<file path="config.mk">
export PLATFORM = sky130hd
export DESIGN_NAME = dpvpc_queue
export DESIGN_NICKNAME = d
export VERILOG_FILES = /design/src/rtl/dual_plane_vram_pixel_compositor_top_macros.svh /design/src/rtl/dpvpc_pkg.sv /design/src/rtl/dpvpc_queue.sv
export SDC_FILE = /design/constraint.sdc
export NUM_CORES = 1
export LEC_CHECK = 0
export BUFFER_PORTS_ARGS = -buffer_cell sky130_fd_sc_hd__buf_2
export CAP_MARGIN = 40
export CORE_MARGIN = 1
export CORE_UTILIZATION = 45
export CTS_BUF_LIST = sky130_fd_sc_hd__clkbuf_4 sky130_fd_sc_hd__clkbuf_8
export CTS_CLUSTER_SIZE = 24
export DETAILED_ROUTE_END_ITERATION = 7
export PLACE_DENSITY = 0.7
export SLEW_MARGIN = 20
export SYNTH_ARGS = -nofsm -noshare
export SYNTH_HDL_FRONTEND = slang
export SYNTH_SLANG_ARGS = --single-unit
export TNS_END_PERCENT = 50
</file>
<file path="constraint.sdc">
create_clock -name clk -period 2.11 [get_ports clk]
set_input_delay 0.1055 -clock clk [delete_from_list [all_inputs] [get_ports clk]]
set_output_delay 0.1055 -clock clk [all_outputs]
set_load 0.01 [all_outputs]
</file>
<file path="src/rtl/dual_plane_vram_pixel_compositor_top_macros.svh">
// ----------------------------------------------------------------------------
// Assertion macros for the dual-plane VRAM pixel compositor
// Shared concurrent assertion forms; each expects clk and arst_n in scope.
// ----------------------------------------------------------------------------
`ifndef DUAL_PLANE_VRAM_PIXEL_COMPOSITOR_TOP_MACROS_SVH
`define DUAL_PLANE_VRAM_PIXEL_COMPOSITOR_TOP_MACROS_SVH

// antecedent implies consequent in the same cycle
`define DPVPC_ASSERT_SAME(label, ante, cons) \
	label: assert property (@(posedge clk) disable iff (!arst_n) (ante) |-> (cons)) \
		else $error("dpvpc same-cycle check failed");

// antecedent implies consequent in the next cycle
`define DPVPC_ASSERT_NEXT(label, ante, cons) \
	label: assert property (@(posedge clk) disable iff (!arst_n) (ante) |=> (cons)) \
		else $error("dpvpc next-cycle check failed");

`endif

</file>
<file path="src/rtl/dpvpc_pkg.sv">
// ----------------------------------------------------------------------------
// dpvpc_pkg
// Types and constants shared by the compositor front, queue and back end.
// ----------------------------------------------------------------------------
package dpvpc_pkg;

	// geometry
	localparam int unsigned POS_W       = 16;
	localparam int unsigned QUEUE_DEPTH = 4;
	localparam int unsigned QPTR_W      = $clog2(QUEUE_DEPTH);
	localparam logic [7:0]  ROW_OFFSET  = 8'd10;

	// register reset values
	localparam logic [9:0]  WIDTH_RESET  = 10'd320;
	localparam logic [7:0]  HEIGHT_RESET = 8'd240;

	// register indexes
	localparam logic [1:0]  REG_SCREEN_WIDTH  = 2'd0;
	localparam logic [1:0]  REG_SCREEN_HEIGHT = 2'd1;

	// plane select codes
	localparam logic        PLANE_FRONT = 1'b0;
	localparam logic        PLANE_BACK  = 1'b1;

	// last address of the clearing sweep
	localparam logic [POS_W-1:0] CLEAR_LAST = {POS_W{1'b1}};

	// request word
	typedef struct packed {
		logic [16:0] word_address;
		logic [15:0] write_data;
		logic        write_upper;
		logic        write_lower;
	} req_word_t;

	// pixel-pair word
	typedef struct packed {
		logic [7:0] pixel_row;
		logic [7:0] pair_column;
		logic [8:0] left_pixel;
		logic [8:0] right_pixel;
	} pix_word_t;

	// classified command passed from front to back
	typedef struct packed {
		logic        plane;
		logic [7:0]  row_y;
		logic [7:0]  col_x;
		logic [15:0] data;
		logic        wr_hi;
		logic        wr_lo;
		logic        visible;
		logic [7:0]  pixel_row;
	} cmd_t;

endpackage

</file>
<file path="src/rtl/dpvpc_queue.sv">
// ----------------------------------------------------------------------------
// dpvpc_queue
// Short FIFO of classified commands between the front and the back end.
// ----------------------------------------------------------------------------
module dpvpc_queue (
	input  logic            clk,
	input  logic            arst_n,
	input  logic            push,
	input  dpvpc_pkg::cmd_t push_cmd,
	output logic            full,
	input  logic            pop,
	output logic            empty,
	output dpvpc_pkg::cmd_t head
);

	dpvpc_pkg::cmd_t                 entries_q [dpvpc_pkg::QUEUE_DEPTH];
	logic [dpvpc_pkg::QPTR_W-1:0]    wr_ptr_q;
	logic [dpvpc_pkg::QPTR_W-1:0]    rd_ptr_q;
	logic [dpvpc_pkg::QPTR_W:0]      count_q;

	assign full  = count_q == (dpvpc_pkg::QPTR_W + 1)'(dpvpc_pkg::QUEUE_DEPTH);
	assign empty = count_q == '0;
	assign head  = entries_q[rd_ptr_q];

	// storage
	always_ff @(posedge clk) begin
		if (push) begin
			entries_q[wr_ptr_q] <= push_cmd;
		end
	end

	// pointers and fill count
	always_ff @(posedge clk or negedge arst_n) begin
		if (!arst_n) begin
			wr_ptr_q <= '0;
			rd_ptr_q <= '0;
			count_q  <= '0;
		end else begin
			if (push) begin
				wr_ptr_q <= wr_ptr_q + 1'b1;
			end
			if (pop) begin
				rd_ptr_q <= rd_ptr_q + 1'b1;
			end
			if (push && !pop) begin
				count_q <= count_q + 1'b1;
			end else if (pop && !push) begin
				count_q <= count_q - 1'b1;
			end
		end
	end

endmodule

</file>
; ---- Word level (Yosys, flattened, before mapping)
; Memories as Yosys holds them, arrays and structs flattened.
; Cells that the tools add are included.
[word_totals]
ff_bits = 7
latchBits = 0
ram_bits = 176
romBits = 0
memories = 1
[memory_table]
columns = memory, words, width, rd, rd_ports_with_merged_regs, wr, line
row1 = entries_q, 4, 44, 1, 0, 1, dpvpc_queue.sv:16  ; dpvpc_pkg::cmd_t entries_q [dpvpc_pkg::QUEUE_DEPTH];
[op_classes]
n_addsub = 4
multipliers = 0
div_mod_pow = 0
n_lt_le_gt_ge = 0
eq_ne = 1
n_shift = 0
mux = 4
n_bitwise = 0
reduce_logical = 6
[op_table]
columns = operator, count
row1 = 2-to-1 mux 3 bit, 2
row2 = "adder 2 x 1 -> 2 bit, second input constant", 2
row3 = "adder 3 x 1 -> 3 bit, second input constant", 1
row4 = "equality test 3 bit, second input constant", 1
row5 = logical NOT 3 bit, 1
row6 = "subtractor 3 x 1 -> 3 bit, second input constant", 1
row7 = logical AND 1 bit, 2
row8 = logical NOT 1 bit, 2
row9 = 2-to-1 mux 1 bit, 2
row10 = nonzero test 2 bit, 1

; ---- Logic depth before layout (Yosys ltp)
[depth]
depth_word = 4
mapped_depth = 7
mapped_depth_nobuf = 7

; ---- Worst setup path before layout
; Ideal clock, no wire load.
[synth_path]
path_kind = register -> register
startpoint = reg wr_ptr_q[0] in the netlist's numbering
endpoint = mem entries_q[2][0] in the netlist's numbering (enable)
setup_ps = 406
arrival_ps = 1673
required_ps = 1704
setup_slack_ps = 31
path_stages_with_launch = 4
synth_period_minus_slack_ps = 2079
path_cell_list = dfrtp_1 inv_1 ha_1 and2_1
[synth_lines]
columns = element, line
row1 = from (decl), dpvpc_queue.sv:17  ; logic [dpvpc_pkg::QPTR_W-1:0] wr_ptr_q;
row2 = from (signal assigned), dpvpc_queue.sv:40  ; wr_ptr_q <= wr_ptr_q + 1'b1;
row3 = to (decl), dpvpc_queue.sv:16
; Straight into the memory's write port.

==> results.txt <==
CTS Buf Count: 17
final wirelength: 11.7 mm
via/cell ratio: 5.08
maxcap violations: 0
global-route wire length before repair: 18.5 mm
flop and latch count out of synthesis: 183
Main synth FF type: edfxtp_1
Largest stage delay, worst path: 540 ps
via count: 3,174
Worst IR Drop VDD: 0.000664 V
Post-synth ARST share: 3.83%
worst slew pin tran: 409 ps
Hold Vio Cnt, Final: 0
most frequent cell after synthesis: edfxtp_1
Seq/Total Area, Yosys: 80.2%
Routed Antenna Nets: 0
Worst setup SP type: flip-flop
Synth top cells by count: edfxtp_1 (176), mux4_2 (38), dfrtp_1 (7)
Req. time, crit path: 2000 ps
clock slew at reported path FFs: 90 ps
footprint of the multi-input gates: 0.00122 mm^2
TritonRoute pass-1 iters: 6
power per cell area: 1280 mW/mm^2
Filler cells: 1,083
Total Routing Usage GR: 16.2%
DRT iter0 DRCs: 184
Skew-Pair Late Insertion Delay: 450 ps
Crit path max-delay family: multiplexers
CTS sink cnt: 183
Core Area: 0.0146 mm^2
Mapped Area: 0.00681 mm^2
Unique masters post-synth: 19
Lkg Pwr: 3.02 nW
port buffer count: 93
status: finished, violations left
Longest Clk Path Bufs: 2
H-tree depth: 4
Gate Count Post-Synth: 264
CP bufs+invs: 2
final cycle utilization of the critical path: 93.8%
Crit. End Element: primary output
Syn Area/Cell: 25.8 um^2
Nets: 482
Starting Density: 46.5%
worst clock skew: 10.2 ps
drt wl/cell: 18.7 um
total power: 0.0109 W
DIE AREA: 0.0156 mm^2
setup repair after global routing missed its margin: false
antenna violations before repair: 0
die span in y: 125 um
Slew headroom: 72.8%
Net Count, Synth: 318
pin count of the biggest net entering global routing: 28
Area contributors post-synth: edfxtp_1 (78%), mux4_2 (13%), dfrtp_1 (2.6%)
setup_tns: 0 ps
utilization after layout: 58.5%
type of the worst min-delay path: in2reg
fin crit period: 1980 ps
RD Place Congestion: 0.658
CTS root buf: clkbuf_8
CTS tree: built
Synth top area share: 77.7%
Slowest-stage cell, CP: mux4_2
Final Setup Violations: 0
Reg area: 0.00547 mm^2
Overflow after GRT: 0
Area Growth Syn to Fin: 25.8%
# resized after CTS: 0
FMAX: 505 MHz
Worst EP arrival: 1870 ps
CP Cell Sequence: buf_12, mux4_2, buf_2
site row count: 44
CP max FO: 17
drc violations: 10
DP Wirelength: 7.05 mm
WHS: 397 ps
WS Path Type: reg2out
CP Depth: 3
dpl cells: 543
I/O Pins: 94
number of global-route vias before repair: 3,489
Hold Path Depth: 2
cell depth of the worst flop-to-flop path: 4
final slew viol count: 0
Yosys top cell by area: edfxtp_1
Ant. Diodes: 0
share of layout cells above drive strength 1: 41.7%
Die X: 125 um
Post-synth EDFFs: 176
failing checks: DRC
Synth Warn #: 0
Final Instance Count excl. Fillers: 625
-- flip-flops by register name, summed over array words and instances (netlist names) --
signal	count
rd_ptr_q	2
count_q	3
wr_ptr_q	2
entries_q	176
-- area by class of cell --
type | count | share of cell area [%]
Clock inverter | 13 | 2.27
Tap cell | 184 | 2.69
Clock buffer | 19 | 2.91
Inverter | 4 | 0.175
Timing Repair Buffer | 155 | 13.9
Sequential cell | 183 | 63.8
Multi-Input combinational cell | 67 | 14.2
-- report_power, final --
part           internal, W  switching (W)  total, W
Clock              0.00134        0.00121   0.00254
Combinational      0.00172        0.00169   0.00341
Sequential         0.00476       0.000215   0.00497
-- metrics by stage --
stage                     instance area (um^2)  worst slack [ps]
after detailed placement                  7610               445
after CTS                                 8560              76.6
after floorplan                           6810              31.1
after global placement                    7610               444
final                                     8560               130
after global routing                      8560              39.8
-- cells in the final DEF (no fill, tap or decap) --
cell type	n
xnor2_1	2
mux4_2	38
clkbuf_8	17
buf_2	93
dfrtp_1	5
mux4_1	6
o21ai_0	1
inv_6	3
clkinv_4	3
and2_2	4
dlygate4sd3_1	48
ha_1	5
mux2_2	1
inv_8	1
bufinv_16	4
dfrtp_4	1
fa_1	1
dfrtp_2	1
clkbuf_4	2
nor3b_1	1
clkinv_2	2
xor2_1	4
buf_12	11
edfxtp_1	176
nor3_1	1
nand2_1	2
inv_1	4
nor2_1	1
buf_4	3
-- logic make-up (layout without fill, tap and decap cells) --
kind of cell               Yosys count  after routing  synth area share [%]
AOI/OAI and AO/OA                    1              1                0.0735
xor gates and xnor gates             6              6                 0.772
adders and majority gates            6              6                  1.21
buffers and inverters               14            191                  1.93
DFF                                183            183                  80.2
muxes                               45             45                  15.1
and+or+nand+nor                      9              9                 0.717
-- repair_timing --
action,in CTS,in global routing
hold buffers,48,0
buffers inserted,2,0
endpoints found under the hold margin,187,0
endpoints found under the setup margin,33,0
-- worst reg2reg max path, cell delays in order (launching register included) --
cell and delay (ps):
dfrtp_1 440, inv_1 110, ha_1 130, and2_2 360, buf_12 250
-- final timing paths --
check / start / endpoint / slack (ps)
max: rd_ptr_q[0] / head[31] / 130
min: push_cmd[28] / entries_q[0][28] / 400
max reg2reg: wr_ptr_q[0] / entries_q[2][15] / 510
min reg2reg: count_q[2] / count_q[2] / 530
max in group asynchronous: arst_n / rd_ptr_q[0] / 1180
min in group asynchronous: arst_n / wr_ptr_q[1] / 630
-- layer usage --
layer	vias up	wire length (um)	track usage, %
met5	-	0	0
met4	0	172	6.89
met3	18	606	4.75
met2	78	6010	27.4
met1	1630	4920	19.5
li1	1448	-	-
Note: power is estimated with default switching activity, not from simulation.
