### config.mk
export PLATFORM = sky130hd
export DESIGN_NAME = dpvpc_front
export DESIGN_NICKNAME = d
export VERILOG_FILES = /design/src/rtl/dual_plane_vram_pixel_compositor_top_macros.svh /design/src/rtl/dpvpc_pkg.sv /design/src/rtl/dpvpc_front.sv
export SDC_FILE = /design/constraint.sdc
export NUM_CORES = 1
export LEC_CHECK = 0
export BUFFER_PORTS_ARGS = -buffer_cell sky130_fd_sc_hd__buf_4
export CELL_PAD_IN_SITES_DETAIL_PLACEMENT = 2
export CELL_PAD_IN_SITES_GLOBAL_PLACEMENT = 2
export CORE_MARGIN = 10
export CORE_UTILIZATION = 20
export DETAILED_ROUTE_END_ITERATION = 8
export GPL_TIMING_DRIVEN = 0
export PLACE_DENSITY_LB_ADDON = 0.1
export SKIP_LAST_GASP = 1
export SLEW_MARGIN = 15
export SYNTH_ARGS = -nofsm -noshare
export SYNTH_HDL_FRONTEND = slang
export SYNTH_SLANG_ARGS = --single-unit
### constraint.sdc
create_clock -name clk -period 1.9 [get_ports clk]
set_clock_uncertainty 0.15 [all_clocks]
set_input_delay 0.095 -clock clk [delete_from_list [all_inputs] [get_ports clk]]
set_output_delay 0.095 -clock clk [all_outputs]
set_load 0.05 [all_outputs]
### src/rtl/dual_plane_vram_pixel_compositor_top_macros.svh
// ----------------------------------------------------------------------------
// Assertion macros for the dual-plane VRAM pixel compositor
// Shared concurrent assertion forms; each expects clk and arst_n in scope.
// ----------------------------------------------------------------------------
`ifndef DUAL_PLANE_VRAM_PIXEL_COMPOSITOR_TOP_MACROS_SVH
`define DUAL_PLANE_VRAM_PIXEL_COMPOSITOR_TOP_MACROS_SVH

// antecedent implies consequent in the same cycle
`define DPVPC_ASSERT_SAME(label, ante, cons) \
	label: assert property (@(posedge clk) disable iff (!arst_n) (ante) |-> (cons)) \
		else $error("dpvpc same-cycle check failed");

// antecedent implies consequent in the next cycle
`define DPVPC_ASSERT_NEXT(label, ante, cons) \
	label: assert property (@(posedge clk) disable iff (!arst_n) (ante) |=> (cons)) \
		else $error("dpvpc next-cycle check failed");

`endif

### src/rtl/dpvpc_pkg.sv
// ----------------------------------------------------------------------------
// dpvpc_pkg
// Types and constants shared by the compositor front, queue and back end.
// ----------------------------------------------------------------------------
package dpvpc_pkg;

	// geometry
	localparam int unsigned POS_W       = 16;
	localparam int unsigned QUEUE_DEPTH = 4;
	localparam int unsigned QPTR_W      = $clog2(QUEUE_DEPTH);
	localparam logic [7:0]  ROW_OFFSET  = 8'd10;

	// register reset values
	localparam logic [9:0]  WIDTH_RESET  = 10'd320;
	localparam logic [7:0]  HEIGHT_RESET = 8'd240;

	// register indexes
	localparam logic [1:0]  REG_SCREEN_WIDTH  = 2'd0;
	localparam logic [1:0]  REG_SCREEN_HEIGHT = 2'd1;

	// plane select codes
	localparam logic        PLANE_FRONT = 1'b0;
	localparam logic        PLANE_BACK  = 1'b1;

	// last address of the clearing sweep
	localparam logic [POS_W-1:0] CLEAR_LAST = {POS_W{1'b1}};

	// request word
	typedef struct packed {
		logic [16:0] word_address;
		logic [15:0] write_data;
		logic        write_upper;
		logic        write_lower;
	} req_word_t;

	// pixel-pair word
	typedef struct packed {
		logic [7:0] pixel_row;
		logic [7:0] pair_column;
		logic [8:0] left_pixel;
		logic [8:0] right_pixel;
	} pix_word_t;

	// classified command passed from front to back
	typedef struct packed {
		logic        plane;
		logic [7:0]  row_y;
		logic [7:0]  col_x;
		logic [15:0] data;
		logic        wr_hi;
		logic        wr_lo;
		logic        visible;
		logic [7:0]  pixel_row;
	} cmd_t;

endpackage

### src/rtl/dpvpc_front.sv
// ----------------------------------------------------------------------------
// dpvpc_front
// Holds the screen registers, accepts request words, drops writes with no
// lane enabled and tags each remaining write with its visibility.
// ----------------------------------------------------------------------------
module dpvpc_front (
	input  logic                 clk,
	input  logic                 arst_n,
	input  logic                 cfg_valid,
	output logic                 cfg_ready,
	input  logic [1:0]           cfg_index,
	input  logic [9:0]           cfg_data,
	input  logic                 req_valid,
	output logic                 req_ready,
	input  dpvpc_pkg::req_word_t req_word,
	input  logic                 clear_busy,
	input  logic                 queue_full,
	output logic                 push,
	output dpvpc_pkg::cmd_t      push_cmd
);

	logic [9:0] screen_width_q;
	logic [7:0] screen_height_q;
	logic [7:0] row_y;
	logic [7:0] col_x;
	logic       x_ok;
	logic       y_lo_ok;
	logic       y_hi_ok;

	// configuration registers
	assign cfg_ready = 1'b1;

	always_ff @(posedge clk or negedge arst_n) begin
		if (!arst_n) begin
			screen_width_q  <= dpvpc_pkg::WIDTH_RESET;
			screen_height_q <= dpvpc_pkg::HEIGHT_RESET;
		end else if (cfg_valid) begin
			if (cfg_index == dpvpc_pkg::REG_SCREEN_WIDTH) begin
				screen_width_q <= cfg_data;
			end else if (cfg_index == dpvpc_pkg::REG_SCREEN_HEIGHT) begin
				screen_height_q <= cfg_data[7:0];
			end
		end
	end

	// position and visibility
	assign col_x   = req_word.word_address[7:0];
	assign row_y   = req_word.word_address[15:8];
	assign x_ok    = {1'b0, col_x, 1'b0} < screen_width_q;
	assign y_lo_ok = row_y >= dpvpc_pkg::ROW_OFFSET;
	assign y_hi_ok = {1'b0, row_y} < ({1'b0, screen_height_q} + {1'b0, dpvpc_pkg::ROW_OFFSET});

	// accept once the RAM is cleared and while the queue has room
	assign req_ready = !clear_busy && !queue_full;
	assign push      = req_valid && req_ready && (req_word.write_upper || req_word.write_lower);

	always_comb begin
		push_cmd.plane     = req_word.word_address[16];
		push_cmd.row_y     = row_y;
		push_cmd.col_x     = col_x;
		push_cmd.data      = req_word.write_data;
		push_cmd.wr_hi     = req_word.write_upper;
		push_cmd.wr_lo     = req_word.write_lower;
		push_cmd.visible   = x_ok && y_lo_ok && y_hi_ok;
		push_cmd.pixel_row = row_y - dpvpc_pkg::ROW_OFFSET;
	end

endmodule

## Word-level counts from Yosys, hierarchy flattened

Cells that the tools add are included.
Widths: inputs -> output; s select.

- Register bits: 18
- Input port bits: 53

- $add $sub $neg: 2
- Order comparisons: 3
- Equal/unequal tests: 1
- Bitwise logic cells: 1
- Reductions and logical operators: 11

Operator list:

| operator | count |
|---|---|
| $lt 9x10->1 | 1 |
| $add 8x4->9 const B | 1 |
| $lt 8x9->1 | 1 |
| $ge 8x4->1 const B | 1 |
| $sub 8x4->8 const B | 1 |
| $logic_and 1x1->1 | 5 |
| $reduce_and 3->1 | 1 |
| $eq 2x1->1 const B | 1 |
| $logic_not 1->1 | 2 |
| $logic_not 2->1 | 1 |
| $reduce_and 2->1 | 1 |
| $logic_or 1x1->1 | 1 |
| $not 1->1 | 1 |

## Depth between registers and ports, before layout

- Depth in word-level cells: 4
- Mapped depth: 9
- Gate-level depth less buffers: 9

## Worst setup path after synthesis

OpenSTA, ideal clock, no wires.

- Path type: register -> output
- From: register screen_height_q[1]
- To: output push_cmd[8] in the netlist's numbering
- Data arrival time: 2.680 ns
- Data required time: 1.655 ns
- Slack: -1.025 ns
- Cell stages (with the launch flop): 10
- Path buffers: 0
- Path through: dfrtp_1 a21oi_1 nor2_1 xnor2_1 ha_1 a211oi_1 nand2_1 a41oi_1 a21oi_1 nor3_1

RTL lines:

| element | line | source |
|---|---|---|
| start: declaration | dpvpc_front.sv:23 | `logic [7:0] screen_height_q;` |
| start signal: assignment | dpvpc_front.sv:36 | `screen_height_q <= dpvpc_pkg::HEIGHT_RESET;` |
| start signal: assignment | dpvpc_front.sv:41 | `screen_height_q <= cfg_data[7:0];` |
| end: declaration | dpvpc_front.sv:19 | `output dpvpc_pkg::cmd_t push_cmd` |

==> summary.json <==
{
  "status": {
    "status": "complete, but fails checks",
    "violated_checks": "negative setup slack"
  },
  "global_route": {
    "vias_in_the_first_global_route": 1700,
    "globalRoute.totalOverflow": 0,
    "antenna_violations_before_repair": 0,
    "global_route_wire_length_before_repair_mm": 8.42,
    "grt_start_max_net_pins": 19,
    "all_layer_global_routing_usage_pct": 8.96
  },
  "timing": {
    "finalHoldViolations": 0,
    "postLayoutSetupSlackWorst_ns": -0.624,
    "report.final.slew_viol_count": 0,
    "rsz0062_at_grt": "true",
    "setup_viol_count_final": 1,
    "clock.fmax_ghz": 0.396,
    "timing.final.crit_share_pct": 133,
    "post-route-min-period_ns": 2.52,
    "fin_tns_setup_ns": -0.624
  },
  "clocking": {
    "cts_htree_levels": 1,
    "cts.sinks": 18,
    "root_driver": "sky130_fd_sc_hd__clkbuf_8",
    "cts-root-to-sink-buffers": 2,
    "clock_tree_from_tritoncts": "done",
    "clk_pin_slew_ns": 0.07,
    "cts-buffers-inserted": 3,
    "clk-insertion-delay-late_ns": 0.25
  },
  "route": {
    "routed_wire_length_per_instance_um": 14.2,
    "detailed_routing_iterations_pass_1": 3,
    "finalWirelength_mm": 5.25,
    "post-route-drc-count": 0,
    "drt.antenna.violating_nets": 0,
    "first_iter_violations": 20,
    "routed_via_density": 3.99,
    "routed-via-count": 1471
  },
  "floorplanning": {
    "die-area_sq_um": 11500,
    "io-pin-count": 100,
    "initial_core_utilization_pct": 20.8,
    "std_cell_rows": 31,
    "floorplan.die.height_um": 107,
    "fp.coreArea_sq_um": 7330,
    "die-width_um": 107
  },
  "place": {
    "numPlacedInstances": 344,
    "port_buffers": 81,
    "place_area_sq_um": 2270,
    "detailedPlacementHpwl_mm": 4.57,
    "routabilityCongestion": 0.708
  },
  "power": {
    "vdd_drop_max_mv": 0.202,
    "power_w": 0.00185,
    "total_power_divided_by_cell_area_nw_per_um2": 726,
    "total_leakage_power_nw": 1.26
  },
  "final_layout": {
    "area.growth.synth_to_final_pct": 67.8,
    "finish.net_count": 341,
    "num_antenna_cells": 0,
    "nFillCells": 824,
    "layout.cells.most_common_list": "sky130_fd_sc_hd__buf_4 (126), sky130_fd_sc_hd__ha_1 (15), sky130_fd_sc_hd__inv_1 (13)",
    "final_design_area_no_fill_sq_um": 2550,
    "finalNonFillerCells": 369,
    "final_layout_size_suffix_gt1_share_pct": 59.3,
    "mostFrequentLayoutCell": "sky130_fd_sc_hd__buf_4"
  },
  "worst_setup_path": {
    "critical_path.slowest_cell": "sky130_fd_sc_hd__dfrtp_1",
    "timing.rr.start": "screen_height_q[1]",
    "cp-startpoint": "screen_height_q[1]",
    "crit-reg2reg-capture": "screen_height_q[1]",
    "timing.critical_path.to": "push_cmd[8]",
    "r2r_setup_slack_ns": 0.81,
    "reg2regPathDepth": 2,
    "cp.required_ns": 1.65,
    "crit_buf_inv": 1,
    "cp.arrival_ns": 2.28,
    "setup.worst_path.start_class": "flop",
    "cp_top_family": "adder cells",
    "cpPeakStageDelay_ns": 0.42,
    "critPathKind": "flop to primary output",
    "cp_cell_sequence": "ha_2 -> o21ai_1 -> xor2_1 -> ha_1 -> nand3_1 -> nand2_1 -> a41oi_2 -> a21oi_2 -> nor3_4 -> buf_6",
    "cp_max_fo": 3,
    "cp-end-kind": "primary output",
    "worstSetupPathDepth": 10
  },
  "synth": {
    "synth.net_count": 234,
    "synth-warning-count": 0,
    "synth_area_per_cell_sq_um": 9.28,
    "netlist_area_sq_um": 1520,
    "yosysSeqAreaShare_pct": 30.1,
    "synth_seq_cells": 18,
    "synthDistinctLibCells": 31,
    "mapped_cells": 164
  },
  "flow_run": {
    "timing.max_cap.violations": 0
  },
  "hold_path": {
    "worst_min_delay_path_class": "input port to flop"
  }
}
## timing repair
action | 4_1_cts | 5_1_grt
endpoints found under the setup margin | 1 | 1
hold endpoints to repair | 36 | 0
setup buffers | 7 | 2
resized for setup | 9 | 2
hold buffers | 12 | 0
pin swaps | 7 | 2
gates cloned | 0 | 0
## registers in the layout, summed over array words and instances, names as in the netlist
| name | flops |
|---|---|
| screen_width_q | 10 |
| screen_height_q | 8 |
## logic make-up (layout without fill, tap and decap cells)
family / count (synthesis) / count (layout) / share of synthesized area (%)
xor+xnor: 10 / 10 / 5.76
fa+ha+maj: 17 / 17 / 14.0
simple gates: 32 / 32 / 10.9
other cells: 1 / 1 / 0.246
buf+inv: 51 / 157 / 21.8
compound gates: 25 / 25 / 9.79
flops: 18 / 18 / 30.1
mux: 10 / 10 / 7.40
## stage by stage
step	setup WS (ns)	hold slack [ns]	util (%)
6_report	-0.624	0.0257	34.8
4_1_cts	-0.694	0.0277	34.6
5_1_grt	-0.770	0.0377	34.8
3_5_place_dp	-0.653	-0.166	31.0
3_3_place_gp	-0.614	-0.170	31.0
2_1_floorplan	-0.425	-0.351	-
## synthesized netlist by cell type (all sizes together)
cell	count	share of area, %
a41oi	1	0.58
xor2	7	4.0
conb	1	0.25
nand3	2	0.66
o211ai	1	0.49
a21o	1	0.49
nor2	6	1.5
ha	17	14
a31oi	1	0.41
nand3b	1	0.49
a211oi	2	0.99
inv	13	3.2
nor3	3	0.99
nor4	1	0.41
o21ai	12	3.9
nand4	2	0.82
nor2b	1	0.41
nand2b	2	0.82
o22ai	1	0.41
a21oi	4	1.3
mux2	10	7.4
xnor2	3	1.7
or4b	1	0.66
nand2	12	3.0
dfrtp	12	20
o32ai	1	0.58
dfstp	6	10
o2111ai	1	0.58
buf	38	19
nor3b	1	1.2
## power by group
group	switching [W]	total (W)	internal [W]
logic	0.000561	0.00102	0.000458
clock network	0.000130	0.000314	0.000184
registers	0.0000489	0.000519	0.000470
## per-layer routing
metal	global-route usage (%)	up-vias	share of wire [%]
met1	10.4	687	42
met2	16.0	52	52
met5	0	-	0
met4	2.32	0	0.42
met3	2.22	2	5.1
li1	-	730	-
## tightest hold or removal path, cell delays in order
cell and delay, ns:
sky130_fd_sc_hd__buf_4 0.10, sky130_fd_sc_hd__nor3b_4 0.07, sky130_fd_sc_hd__nand2_1 0.06, sky130_fd_sc_hd__o21ai_0 0.06
## final cells by class
cell class | instances | area (sq um) | area share, %
Timing Repair Buffer | 102 | 800 | 31.3
Inverter | 13 | 48.8 | 1.91
Clock buffer | 4 | 55.1 | 2.16
Buffer | 38 | 283 | 11.1
Sequential cell | 18 | 459 | 18.0
Tap cell | 99 | 124 | 4.85
Multi-Input combinational cell | 95 | 785 | 30.7
## worst min path at each step
stage	slack, ns	end	cells past startpoint	from
final	0.03	screen_width_q[3]	4	cfg_index[1]
after global routing	0.04	screen_width_q[5]	4	cfg_index[1]
after CTS	0.03	screen_width_q[4]	4	cfg_index[1]
after detailed placement	-0.17	screen_width_q[7]	1	arst_n
after global placement	-0.17	screen_width_q[9]	1	arst_n
after floorplan	-0.35	screen_height_q[0]	0	arst_n
Power figures use the tool's default switching activity.
